## src/hdl/tmc_pkg.sv

```systemverilog
package tmc_pkg;

  // request codes
  typedef enum logic [1:0] {
    REQ_ADD    = 2'd0,
    REQ_CANCEL = 2'd1,
    REQ_TICK   = 2'd2,
    REQ_WAIT   = 2'd3
  } req_t;

  // result status codes
  typedef enum logic [2:0] {
    STAT_OK        = 3'd0,
    STAT_NO_SPACE  = 3'd1,
    STAT_INVALID   = 3'd2,
    STAT_CANCELED  = 3'd3,
    STAT_FINISHED  = 3'd4,
    STAT_RUNNING   = 3'd5,
    STAT_FIRED     = 3'd6,
    STAT_NONE      = 3'd7
  } status_t;

  // slot modes
  localparam logic [1:0] MODE_RUNNING  = 2'd1;
  localparam logic [1:0] MODE_CANCELED = 2'd2;
  localparam logic [1:0] MODE_FINISHED = 2'd3;

  typedef enum logic [1:0] {
    FSM_IDLE,
    FSM_SCAN,
    FSM_DONE
  } fsm_t;

  typedef struct packed {
    logic [1:0]  req_type;
    logic [5:0]  job_id;
    logic [15:0] delay_ticks;
  } in_item_t;

  typedef struct packed {
    logic [2:0] status;
    logic [5:0] job_slot;
    logic       last;
  } out_item_t;

  // what the head stage saw in the slot passing by
  typedef struct packed {
    logic    alloc;
    logic    fire;
    logic    hit;
    status_t hit_status;
  } head_evt_t;

endpackage

```

## src/hdl/tmc_cell.sv

```systemverilog
module tmc_cell import tmc_pkg::*; #(
  parameter int DELAY_BITS = 16
) (
  input  logic                  clk,
  input  logic                  rst,
  input  logic                  shift_en,
  input  logic                  d_used,
  input  logic [1:0]            d_mode,
  input  logic [DELAY_BITS-1:0] d_ticks,
  output logic                  q_used,
  output logic [1:0]            q_mode,
  output logic [DELAY_BITS-1:0] q_ticks
);

  // occupancy is control state, mode and count are payload
  always_ff @(posedge clk) begin
    if (rst) begin
      q_used <= 1'b0;
    end else if (shift_en) begin
      q_used <= d_used;
    end
  end

  always_ff @(posedge clk) begin
    if (shift_en) begin
      q_mode  <= d_mode;
      q_ticks <= d_ticks;
    end
  end

endmodule

```

## src/hdl/tmc_head.sv

```systemverilog
module tmc_head import tmc_pkg::*; #(
  parameter int DELAY_BITS = 16
) (
  input  req_t                  req,
  input  logic                  id_match,
  input  logic                  found,
  input  logic [DELAY_BITS-1:0] delay_ld,
  input  logic                  q_used,
  input  logic [1:0]            q_mode,
  input  logic [DELAY_BITS-1:0] q_ticks,
  output logic                  n_used,
  output logic [1:0]            n_mode,
  output logic [DELAY_BITS-1:0] n_ticks,
  output head_evt_t             evt
);

  logic [DELAY_BITS-1:0] ticks_dec;

  assign ticks_dec = q_ticks - DELAY_BITS'(1);

  always_comb begin
    n_used         = q_used;
    n_mode         = q_mode;
    n_ticks        = q_ticks;
    evt.alloc      = 1'b0;
    evt.fire       = 1'b0;
    evt.hit        = 1'b0;
    evt.hit_status = STAT_OK;
    case (req)
      REQ_ADD: begin
        // lowest free slot takes the new timer
        if (!q_used && !found) begin
          n_used    = 1'b1;
          n_mode    = MODE_RUNNING;
          n_ticks   = delay_ld;
          evt.alloc = 1'b1;
        end
      end
      REQ_TICK: begin
        if (q_used && q_mode == MODE_RUNNING) begin
          n_ticks = ticks_dec;
          if (ticks_dec == '0) begin
            n_mode   = MODE_FINISHED;
            evt.fire = 1'b1;
          end
        end
      end
      REQ_CANCEL: begin
        if (id_match && q_used) begin
          evt.hit = 1'b1;
          if (q_mode == MODE_CANCELED) begin
            evt.hit_status = STAT_CANCELED;
          end else if (q_mode == MODE_FINISHED) begin
            evt.hit_status = STAT_FINISHED;
          end else begin
            n_mode = MODE_CANCELED;
          end
        end
      end
      REQ_WAIT: begin
        if (id_match && q_used) begin
          evt.hit = 1'b1;
          if (q_mode == MODE_RUNNING) begin
            evt.hit_status = STAT_RUNNING;
          end else begin
            n_used = 1'b0;
          end
        end
      end
      default: begin
      end
    endcase
  end

endmodule

```

## src/hdl/multi_slot_countdown_timer_table_core.sv

```systemverilog
// results: a transaction's result (or its last result) is registered once the slot sweep ends;
//   tick results come out one per fired slot, all but the last during the sweep
// flow: no request is taken until the previous one is done; the slot ring rotates once per request,
//   one slot through the head stage per cycle unless a fire waits on a held output register
// reset: synchronous; all slots are freed in the same cycle, no clearing sweep
module multi_slot_countdown_timer_table_core import tmc_pkg::*; #(
  parameter int NUM_SLOTS  = 64,
  parameter int DELAY_BITS = 16
) (
  input  logic      clk,
  input  logic      rst,
  input  logic      in_valid,
  output logic      in_ready,
  input  in_item_t  in_item,
  output logic      out_valid,
  input  logic      out_ready,
  output out_item_t out_item
);

  localparam int KW = $clog2(NUM_SLOTS);
  localparam int WB = (DELAY_BITS > 16) ? DELAY_BITS : 16;

  // ring of slot cells: cell 0 is the head, the head's update feeds the tail
  logic                  used_q  [NUM_SLOTS];
  logic [1:0]            mode_q  [NUM_SLOTS];
  logic [DELAY_BITS-1:0] ticks_q [NUM_SLOTS];

  logic                  head_used;
  logic [1:0]            head_mode;
  logic [DELAY_BITS-1:0] head_ticks;
  head_evt_t             evt;

  // request captured at acceptance
  req_t                  req;
  logic [5:0]            id_q;
  logic [DELAY_BITS-1:0] delay_q;

  fsm_t                  state;
  fsm_t                  state_next;
  logic [KW-1:0]         k;          // slot index now sitting in the head cell
  logic                  shift_en;
  logic                  scan_end;
  logic                  emit_final;
  logic                  stall;
  logic                  out_free;

  // running result for single-result requests
  status_t               res_status;
  logic [5:0]            res_slot;

  // newest fired slot of a tick, held back until we know whether it is the last one
  logic                  pend_valid;
  logic [5:0]            pend_slot;

  // delay preprocessing: saturate to the count width, zero counts as one tick
  logic [WB-1:0]         delay_wide;
  logic [DELAY_BITS-1:0] delay_sat;
  logic [DELAY_BITS-1:0] delay_ld;

  assign delay_wide = WB'(in_item.delay_ticks);
  assign delay_sat  = (delay_wide > WB'({DELAY_BITS{1'b1}})) ? {DELAY_BITS{1'b1}}
                                                             : DELAY_BITS'(delay_wide);
  assign delay_ld   = (delay_sat == '0) ? DELAY_BITS'(1) : delay_sat;

  genvar gi;
  generate
    for (gi = 0; gi < NUM_SLOTS; gi++) begin : g_ring
      if (gi == NUM_SLOTS - 1) begin : g_tail
        tmc_cell #(.DELAY_BITS(DELAY_BITS)) u_cell (
          .clk      (clk),
          .rst      (rst),
          .shift_en (shift_en),
          .d_used   (head_used),
          .d_mode   (head_mode),
          .d_ticks  (head_ticks),
          .q_used   (used_q[gi]),
          .q_mode   (mode_q[gi]),
          .q_ticks  (ticks_q[gi])
        );
      end else begin : g_body
        tmc_cell #(.DELAY_BITS(DELAY_BITS)) u_cell (
          .clk      (clk),
          .rst      (rst),
          .shift_en (shift_en),
          .d_used   (used_q[gi+1]),
          .d_mode   (mode_q[gi+1]),
          .d_ticks  (ticks_q[gi+1]),
          .q_used   (used_q[gi]),
          .q_mode   (mode_q[gi]),
          .q_ticks  (ticks_q[gi])
        );
      end
    end
  endgenerate

  // head stage applies the pending request to the slot passing by
  tmc_head #(.DELAY_BITS(DELAY_BITS)) u_head (
    .req      (req),
    .id_match (id_q == 6'(k)),
    .found    (res_status == STAT_OK),
    .delay_ld (delay_q),
    .q_used   (used_q[0]),
    .q_mode   (mode_q[0]),
    .q_ticks  (ticks_q[0]),
    .n_used   (head_used),
    .n_mode   (head_mode),
    .n_ticks  (head_ticks),
    .evt      (evt)
  );

  assign out_free = !out_valid || out_ready;
  assign scan_end = (k == KW'(NUM_SLOTS - 1));
  // a second fire needs the output register for the held-back one
  assign stall    = evt.fire && pend_valid && !out_free;

  // next state
  always_comb begin
    state_next = state;
    case (state)
      FSM_IDLE: begin
        if (in_valid) begin
          state_next = FSM_SCAN;
        end
      end
      FSM_SCAN: begin
        if (!stall && scan_end) begin
          state_next = FSM_DONE;
        end
      end
      FSM_DONE: begin
        if (out_free) begin
          state_next = FSM_IDLE;
        end
      end
      default: begin
        state_next = FSM_IDLE;
      end
    endcase
  end

  // state outputs
  always_comb begin
    in_ready   = 1'b0;
    shift_en   = 1'b0;
    emit_final = 1'b0;
    case (state)
      FSM_IDLE: begin
        in_ready = 1'b1;
      end
      FSM_SCAN: begin
        shift_en = !stall;
      end
      FSM_DONE: begin
        emit_final = out_free;
      end
      default: begin
      end
    endcase
  end

  always_ff @(posedge clk) begin
    if (rst) begin
      state <= FSM_IDLE;
      k     <= '0;
    end else begin
      state <= state_next;
      if (shift_en) begin
        k <= scan_end ? '0 : k + KW'(1);
      end
    end
  end

  // request capture and running result
  always_ff @(posedge clk) begin
    if (in_valid && in_ready) begin
      req     <= req_t'(in_item.req_type);
      id_q    <= in_item.job_id;
      delay_q <= delay_ld;
      if (req_t'(in_item.req_type) == REQ_ADD) begin
        res_status <= STAT_NO_SPACE;
        res_slot   <= '0;
      end else begin
        res_status <= STAT_INVALID;
        res_slot   <= in_item.job_id;
      end
    end else if (shift_en && evt.alloc) begin
      res_status <= STAT_OK;
      res_slot   <= 6'(k);
    end else if (shift_en && evt.hit) begin
      res_status <= evt.hit_status;
      res_slot   <= 6'(k);
    end
  end

  // held-back fired slot
  always_ff @(posedge clk) begin
    if (rst) begin
      pend_valid <= 1'b0;
    end else if (shift_en && evt.fire) begin
      pend_valid <= 1'b1;
    end else if (emit_final) begin
      pend_valid <= 1'b0;
    end
  end

  always_ff @(posedge clk) begin
    if (shift_en && evt.fire) begin
      pend_slot <= 6'(k);
    end
  end

  // output register: a fire pushes out the previous one with last clear,
  // the end of the sweep pushes the final transaction with last set
  always_ff @(posedge clk) begin
    if (rst) begin
      out_valid <= 1'b0;
    end else if ((shift_en && evt.fire && pend_valid) || emit_final) begin
      out_valid <= 1'b1;
    end else if (out_ready) begin
      out_valid <= 1'b0;
    end
  end

  always_ff @(posedge clk) begin
    if (shift_en && evt.fire && pend_valid) begin
      out_item.status   <= STAT_FIRED;
      out_item.job_slot <= pend_slot;
      out_item.last     <= 1'b0;
    end else if (emit_final) begin
      out_item.last <= 1'b1;
      if (req == REQ_TICK) begin
        if (pend_valid) begin
          out_item.status   <= STAT_FIRED;
          out_item.job_slot <= pend_slot;
        end else begin
          out_item.status   <= STAT_NONE;
          out_item.job_slot <= '0;
        end
      end else begin
        out_item.status   <= res_status;
        out_item.job_slot <= res_slot;
      end
    end
  end

  // between requests the ring sits aligned and nothing is held back
  a_idle_clean: assert property (@(posedge clk) disable iff (rst)
    (state == FSM_IDLE) |-> (!pend_valid && k == '0))
    else $error("ring misaligned or fired slot left over while idle");

  // the ring only halts for a full output register
  a_stall_cause: assert property (@(posedge clk) disable iff (rst)
    (state == FSM_SCAN && !shift_en) |-> (out_valid && !out_ready))
    else $error("ring stalled without output back-pressure");

  // the final transaction always lands in the output register
  a_final_out: assert property (@(posedge clk) disable iff (rst)
    emit_final |=> (out_valid && out_item.last && state == FSM_IDLE))
    else $error("final transaction not presented");

  // non-tick requests never fire or hold back a slot
  a_no_fire: assert property (@(posedge clk) disable iff (rst)
    (state == FSM_SCAN && req != REQ_TICK) |-> (!evt.fire && !pend_valid))
    else $error("fire outside a tick");

endmodule
```

## config.mk

```make
export PLATFORM = sky130hd
export DESIGN_NAME = multi_slot_countdown_timer_table_core
export DESIGN_NICKNAME = d
export VERILOG_FILES = /design/src/hdl/tmc_pkg.sv /design/src/hdl/tmc_cell.sv /design/src/hdl/tmc_head.sv /design/src/hdl/multi_slot_countdown_timer_table_core.sv
export SDC_FILE = /design/constraint.sdc
export NUM_CORES = 1
export LEC_CHECK = 0
export ABC_AREA = 0
export BUFFER_PORTS_ARGS = -buffer_cell sky130_fd_sc_hd__buf_4
export CAP_MARGIN = 20
export CORE_MARGIN = 2
export CORE_UTILIZATION = 60
export DETAILED_ROUTE_END_ITERATION = 10
export PLACE_DENSITY = 0.76
export SLEW_MARGIN = 15
export SYNTH_ARGS = -nofsm -noshare
export SYNTH_HDL_FRONTEND = slang
export SYNTH_HIERARCHICAL = 1
export SYNTH_SLANG_ARGS = --single-unit
```

## constraint.sdc

```tcl
create_clock -name clk -period 46.7 [get_ports clk]
set_clock_uncertainty 0.2 [all_clocks]
set_input_delay 9.34 -clock clk [delete_from_list [all_inputs] [get_ports clk]]
set_output_delay 9.34 -clock clk [all_outputs]
set_load 0.01 [all_outputs]
```

==> flow_summary.ini, run 1 <==
[power_and_ir_drop]
power_density_mw_per_mm2 = 50.4
p_leak_nw = 14.2
power_frac_seq_pct = 57.7
power_frac_comb_pct = 1.8
p_int_mw = 1.83
irDropWorstVdd_mv = 0.0478
netSwitchingPower_mw = 0.452
p_clk_share_pct = 40.5
swShare_pct = 19.8

[floorplan]
row_count = 94
ios = 40
core_area_mm2 = 0.0661
die_h_um = 263
chipWidth_um = 263
die-area_mm2 = 0.0692
start_util_pct = 60.9

[global_routing]
antenna_found_initial = 0
grt_max_degree = 218
grt_pass1_wl_mm = 89.7
grt_usage_pct = 17.1
gr-total-overflow = 0
grt_pass1_vias = 15200

[synthesis]
synth_ff_type = edfxtp_1
synth_edf_count = 1197
synthArstFlopShare_pct = 0
synth.avg_cell_area_um2 = 23.4
synth-seq-area-share_pct = 93.1
synth_seq_cells = 1275
synth_fp_nets = 1753
syn-cell-area_mm2 = 0.0403
yosysUniqueCellTypes = 54
syn_inst = 1718
yosys_warnings = 6

[route]
drtIter0Drc = 2115
firstDrtPassIters = 6
wl_per_cell_um = 21.4
drc = 0
num_vias = 15600
totalWireLength_mm = 60.0
antenna_left = 0
vias_per_cell = 5.56

[setup_path]
cp-start-kind = input pin
cp_top_family = buffers and inverters
cp_max_fo = 217
path_class = input pin to flop
cp_slowest_cell = buf_12
worstPathRequired_ps = 46800
critPathCaptureType = flop
r2r_start = g_ring[0].g_body.u_cell/q_ticks[4]$_DFFE_PP_
cp.arrival_ps = 12890
cp_num_buf_inv = 6
worst_path_most_repeated_cell = buf_4
cpPeakStageDelay_ps = 810
crit_path_start = out_ready
path_cells = buf_4, nand4b_4, nand2_4, inv_8, buf_4, buf_16, buf_12, buf_6

[sta]
worst_slew_pin_slew_ps = 1090
setup_ws_ps = 33910
rsz0062_at_grt = no
relSlewSlack_pct = 27.2
slew_viol_final = 0
finalHoldViolCount = 0
finalCriticalPeriod_ps = 12790
max_freq_mhz = 78.2
setup_viol = 0
fin_crit_sh_pct = 27.4
tns_ps = 0

[clocking]
cts.hold.buffers_added = 0
clockBufferDepth = 3
cts_tree = built
ctsRootBufferMaster = clkbuf_16
post_cts_buffers = 0
htreeDepth = 3
cts_sinks = 1275
worstSkewPairLatency_ps = 690
cts_resized = 0
cts-buffers-inserted = 112
clk_pin_slew_ps = 60

[finish]
nNetsFinal = 1888
regArea_mm2 = 0.0375
drive_above_1_share_pct = 11.4
multi_input_area_mm2 = 0.00259
stdcell_count = 2809
fillCellCount = 3851
num_antenna_cells = 0
layout_commonest_cell = edfxtp_1
layout_common_cells = edfxtp_1, clkbuf_16, nor2_1
syn_to_final_growth_pct = 12.7

[place]
place.gp.congestion = 0.846
dp_hpwl_mm = 25.7
place_ws_ps = 32590
port_buffers = 39
dp_cells = 2600

[worst_hold_path]
min_from = g_ring[63].g_tail.u_cell/q_ticks[0]$_DFFE_PP_
worstHoldPathType = flop to flop

[flow_run]
drv_cap = 0

[outcome]
status = finished clean
==> state kept, by name (all words and copies together), names as in the netlist, 10 cells and up <==
signal                        count
delay_q                          16
g_ring.g_body.u_cell/q_mode     126
g_ring.g_body.u_cell/q_ticks   1008
g_ring.g_body.u_cell/q_used      63
g_ring.g_tail.u_cell/q_ticks     16
out_item                         10
==> Yosys cell counts, drive strengths merged (2+ instances only) <==
cell / number / area share [%]
edfxtp: 1197 / 89
nor2: 93 / 0.87
dfxtp: 78 / 3.9
nand2: 69 / 0.66
mux2i: 65 / 1.6
clkbuf: 28 / 0.26
o21ai: 17 / 0.21
a21boi: 16 / 0.30
xor2: 16 / 0.35
a221o: 15 / 0.37
a21oi: 11 / 0.14
nor3: 11 / 0.14
nand3: 10 / 0.12
nor4: 10 / 0.20
xnor2: 10 / 0.22
inv: 9 / 0.084
ha: 7 / 0.22
a22o: 6 / 0.13
buf: 5 / 0.084
a31oi: 4 / 0.062
and3: 4 / 0.068
and2: 3 / 0.047
nand2b: 3 / 0.047
nand4: 3 / 0.047
nand4b: 3 / 0.10
nor3b: 3 / 0.084
and2b: 2 / 0.044
o2bb2ai: 2 / 0.044
o31ai: 2 / 0.037
or2: 2 / 0.031
or3: 2 / 0.034
or4: 2 / 0.047
==> worst reg2reg max path, cell delays in order (launching register included) <==
cell and delay, ps:
edfxtp_1 630, nor4_2 660, o21ai_0 170, o2bb2ai_1 160
o21ai_1 210, nor2_1 170, nand4b_4 160, nand2_4 120
inv_8 710, buf_4 510, buf_16 360, buf_12 830
buf_6 730
==> worst paths after layout <==
| check | endpoint | slack, ps | depth (start not counted) |
|---|---|---|---|
| max | g_ring[35].g_body.u_cell/q_ticks[12]$_DFFE_PP_ | 33910 | 8 |
| min | g_ring[62].g_body.u_cell/q_ticks[0]$_DFFE_PP_ | 210 | 0 |
| max reg2reg | g_ring[35].g_body.u_cell/q_ticks[12]$_DFFE_PP_ | 40700 | 12 |
| min reg2reg | g_ring[62].g_body.u_cell/q_ticks[0]$_DFFE_PP_ | 210 | 0 |
==> layout make-up <==
cell class	instances	area share, %
Timing Repair Buffer	54	1.02
Sequential cell	1275	82.7
Inverter	9	0.0910
Tap cell	864	2.38
Multi-Input combinational cell	401	5.72
Clock inverter	64	1.62
Clock buffer	142	6.52
==> routing by layer <==
metal	part of all wire [%]	vias up	track usage, %
li1	-	6995	-
met1	45	7971	25.4
met2	47	535	26.3
met3	5.6	123	3.23
met4	2.3	0	5.11
met5	0	-	0
==> through the flow <==
| stage | cell area, µm² | power (mW) | hold WS, ps | utilization, % |
|---|---|---|---|---|
| floorplan | 40300 | 1.44 | 200 | - |
| global placement | 41600 | 1.38 | 201 | 63.0 |
| detailed placement | 41600 | 1.38 | 205 | 63.0 |
| CTS | 45300 | 2.31 | 195 | 68.5 |
| global route | 45400 | 2.35 | 206 | 68.7 |
| finish | 45400 | 2.29 | 206 | 68.7 |
==> power groups by stage <==
stage / combinational (mW) / clock (mW) / sequential [mW]
floorplan: 0.0390 / 0 / 1.40
global placement: 0.0384 / 0 / 1.34
detailed placement: 0.0405 / 0 / 1.34
CTS: 0.0404 / 0.949 / 1.32
global route: 0.0455 / 0.987 / 1.32
finish: 0.0410 / 0.927 / 1.32
==> cell families after synthesis <==
kind of cell | after synthesis | share of synthesized area, %
AO/OA/AOI/OAI | 79 | 1.42
XOR/XNOR | 26 | 0.565
adder cells (fa/ha/maj) | 7 | 0.217
AND/OR/NAND/NOR | 224 | 2.62
flip-flops | 1275 | 93.1
buffers and inverters | 42 | 0.432
multiplexers | 65 | 1.62
Note: power is estimated with default switching activity, not from simulation.
==> inputs of run 2 (changes only) <==
--- a/config.mk
+++ b/config.mk
@@ -9,9 +9,9 @@
 export BUFFER_PORTS_ARGS = -buffer_cell sky130_fd_sc_hd__buf_4
 export CAP_MARGIN = 20
 export CORE_MARGIN = 2
-export CORE_UTILIZATION = 60
+export CORE_UTILIZATION = 56
 export DETAILED_ROUTE_END_ITERATION = 10
-export PLACE_DENSITY = 0.76
+export PLACE_DENSITY = 0.75
 export SLEW_MARGIN = 15
 export SYNTH_ARGS = -nofsm -noshare
 export SYNTH_HDL_FRONTEND = slang
==> constraint.sdc (replaced) <==
create_clock -name clk -period 10.4 [get_ports clk]
set_clock_uncertainty 0.2 [all_clocks]
set_input_delay 2.08 -clock clk [delete_from_list [all_inputs] [get_ports clk]]
set_output_delay 2.08 -clock clk [all_outputs]
set_load 0.01 [all_outputs]
==> flow_summary.ini, run 2 (same netlist as run 1, synthesis figures left out) <==
[finish]
largest_reg_flops = 1008
syn_to_final_growth_pct = 12.6
fillCellCount = 4576
layout_commonest_cell = edfxtp_1
num_antenna_cells = 0
drive_above_1_share_pct = 11.6
nNetsFinal = 1888
top_register = g_ring.g_body.u_cell/q_ticks
reg.largest.list = g_ring.g_body.u_cell/q_ticks (1008), g_ring.g_body.u_cell/q_mode (126), g_ring.g_body.u_cell/q_used (63)
layout_common_cells = edfxtp_1, clkbuf_16, nor2_1
final_util_pct = 63.6

[global_routing]
gr-total-overflow = 0
grt_pass1_wl_mm = 86.6
grt_usage_pct = 15.3
grt_max_degree = 218
grt_pass1_vias = 15000
antenna_found_initial = 4

[clocking]
cts.hold.buffers_added = 0
worstSkewPairLatency_ps = 690
post_cts_buffers = 0
clk_pin_slew_ps = 70
cts_sinks = 1275
ctsRootBufferMaster = clkbuf_16
cts_tree = built
htreeDepth = 3
clockBufferDepth = 3
cts_resized = 0
cts-buffers-inserted = 111

[setup_path]
cp.arrival_ps = 5310
worstRegToRegCells = 11
r2r_start = req[0]$_DFFE_PP_
cp_num_buf_inv = 4
cpPeakStageDelay_ps = 710
cp_slowest_cell = clkinvlp_4
crit_cells = 11
cp-start-kind = flop
worstPathRequired_ps = 10440
reg2reg_to = g_ring[33].g_body.u_cell/q_ticks[12]$_DFFE_PP_
cp_max_fo = 217
crit_path_start = req[0]$_DFFE_PP_
endpoint = g_ring[33].g_body.u_cell/q_ticks[12]$_DFFE_PP_
path_cells = inv_1, ha_1, nand2_1, nor4_1, o21ai_1, nor2_1, nand4b_4, nand2_4, clkinvlp_4, buf_4, buf_12
cp_top_family = buffers and inverters
r2r_setup_slack_ps = 5130
path_class = flop to flop
critPathCaptureType = flop

[power_and_ir_drop]
p_leak_nw = 14.2
power_density_mw_per_mm2 = 223
irDropWorstVdd_mv = 0.233
p_int_mw = 8.08
swShare_pct = 20.1
netSwitchingPower_mw = 2.03
p_clk_share_pct = 39.6
power_frac_seq_pct = 58.5
power_frac_comb_pct = 1.8

[sta]
setup_viol = 0
slew_viol_final = 0
rsz0062_at_grt = no
finalCriticalPeriod_ps = 5270
worst_slew_pin_slew_ps = 1100
hold_slack_ps = 156
max_freq_mhz = 190
tns_ps = 0
fin_crit_sh_pct = 50.6
relSlewSlack_pct = 26.5
finalHoldViolCount = 0

[place]
port_buffers = 39
dp_hpwl_mm = 24.6
place.gp.congestion = 0.793

[floorplan]
die_h_um = 272
row_count = 98
ios = 40
chipWidth_um = 272
core_area_mm2 = 0.0714
start_util_pct = 56.4
die-area_mm2 = 0.0741

[worst_hold_path]
worstHoldPathType = flop to flop

[route]
wl_per_cell_um = 19.6
antenna_left = 0
num_vias = 15300
totalWireLength_mm = 56.7
drc = 0
drtIter0Drc = 1620
vias_per_cell = 5.29
firstDrtPassIters = 5

[outcome]
status = finished clean

[flow_run]
drv_cap = 0
run 2: cell count changes in the layout (fill, tap and decap cells not counted), moves of 3 or more:
| cell | previous run | this run |
|---|---|---|
| clkinv_2 | 17 | 22 |
| buf_12 | 1 | 4 |
| bufinv_16 | 13 | 7 |
| inv_1 | 8 | 11 |
| inv_6 | 0 | 3 |
| clkbuf_1 | 28 | 19 |
| clkinvlp_4 | 2 | 5 |
run 2: area by class of cell:
| type | instances | area [µm²] | share of cell area (%) |
|---|---|---|---|
| Clock buffer | 134 | 2920 | 6.44 |
| Clock inverter | 71 | 647 | 1.43 |
| Inverter | 9 | 37.5 | 0.0828 |
| Multi-Input combinational cell | 401 | 2590 | 5.72 |
| Sequential cell | 1275 | 37500 | 82.7 |
| Tap cell | 950 | 1190 | 2.62 |
| Timing Repair Buffer | 55 | 467 | 1.03 |
run 2: through the flow:
stage          setup slack (ps)  area, µm²  instances  power [mW]
3_3_place_gp               5310      41800       2688        6.19
5_1_grt                    4780      45400       2895        10.4
4_1_cts                    5210      45400       2894        10.2
2_1_floorplan            -11330      40300       1718        6.36
6_report                   5130      45400       2895        10.1
3_5_place_dp               5170      41800       2689        6.20
run 2: metal layers:
layer	part of all wire, %	vias up	wire (µm)	GRT usage [%]
met1	47	7824	26600	23.2
met4	2.3	0	1300	5.71
met5	0	-	0	0
met3	5.0	97	2850	2.85
li1	-	6997	-	-
met2	46	389	25900	22.7
run 2: worst register-to-register path, cell delays in order, from the launching register on:
cell,delay (ps)
edfxtp_1,430
inv_1,110
ha_1,680
nand2_1,220
nor4_1,310
o21ai_1,170
nor2_1,390
nand4b_4,220
nand2_4,170
clkinvlp_4,710
buf_4,630
buf_12,380
run 2: worst min path at each step:
stage                                                   start                                             end  cells past startpoint
3_3_place_gp    g_ring[57].g_body.u_cell/q_ticks[1]$_DFFE_PP_   g_ring[56].g_body.u_cell/q_ticks[1]$_DFFE_PP_                      0
6_report        g_ring[29].g_body.u_cell/q_ticks[7]$_DFFE_PP_   g_ring[28].g_body.u_cell/q_ticks[7]$_DFFE_PP_                      0
3_5_place_dp   g_ring[13].g_body.u_cell/q_ticks[12]$_DFFE_PP_  g_ring[12].g_body.u_cell/q_ticks[12]$_DFFE_PP_                      0
4_1_cts         g_ring[47].g_body.u_cell/q_ticks[1]$_DFFE_PP_   g_ring[46].g_body.u_cell/q_ticks[1]$_DFFE_PP_                      0
2_1_floorplan     g_ring[1].g_body.u_cell/q_mode[0]$_DFFE_PP_     g_ring[0].g_body.u_cell/q_mode[0]$_DFFE_PP_                      0
5_1_grt         g_ring[34].g_body.u_cell/q_ticks[1]$_DFFE_PP_   g_ring[33].g_body.u_cell/q_ticks[1]$_DFFE_PP_                      0
run 2: power groups by stage:
stage / registers [mW] / clock network (mW) / logic [mW]
finish: 5.92 / 4.01 / 0.183
global route: 5.93 / 4.30 / 0.204
CTS: 5.92 / 4.13 / 0.185
detailed placement: 6.01 / 0 / 0.186
global placement: 6.01 / 0 / 0.178
floorplan: 6.20 / 0 / 0.160
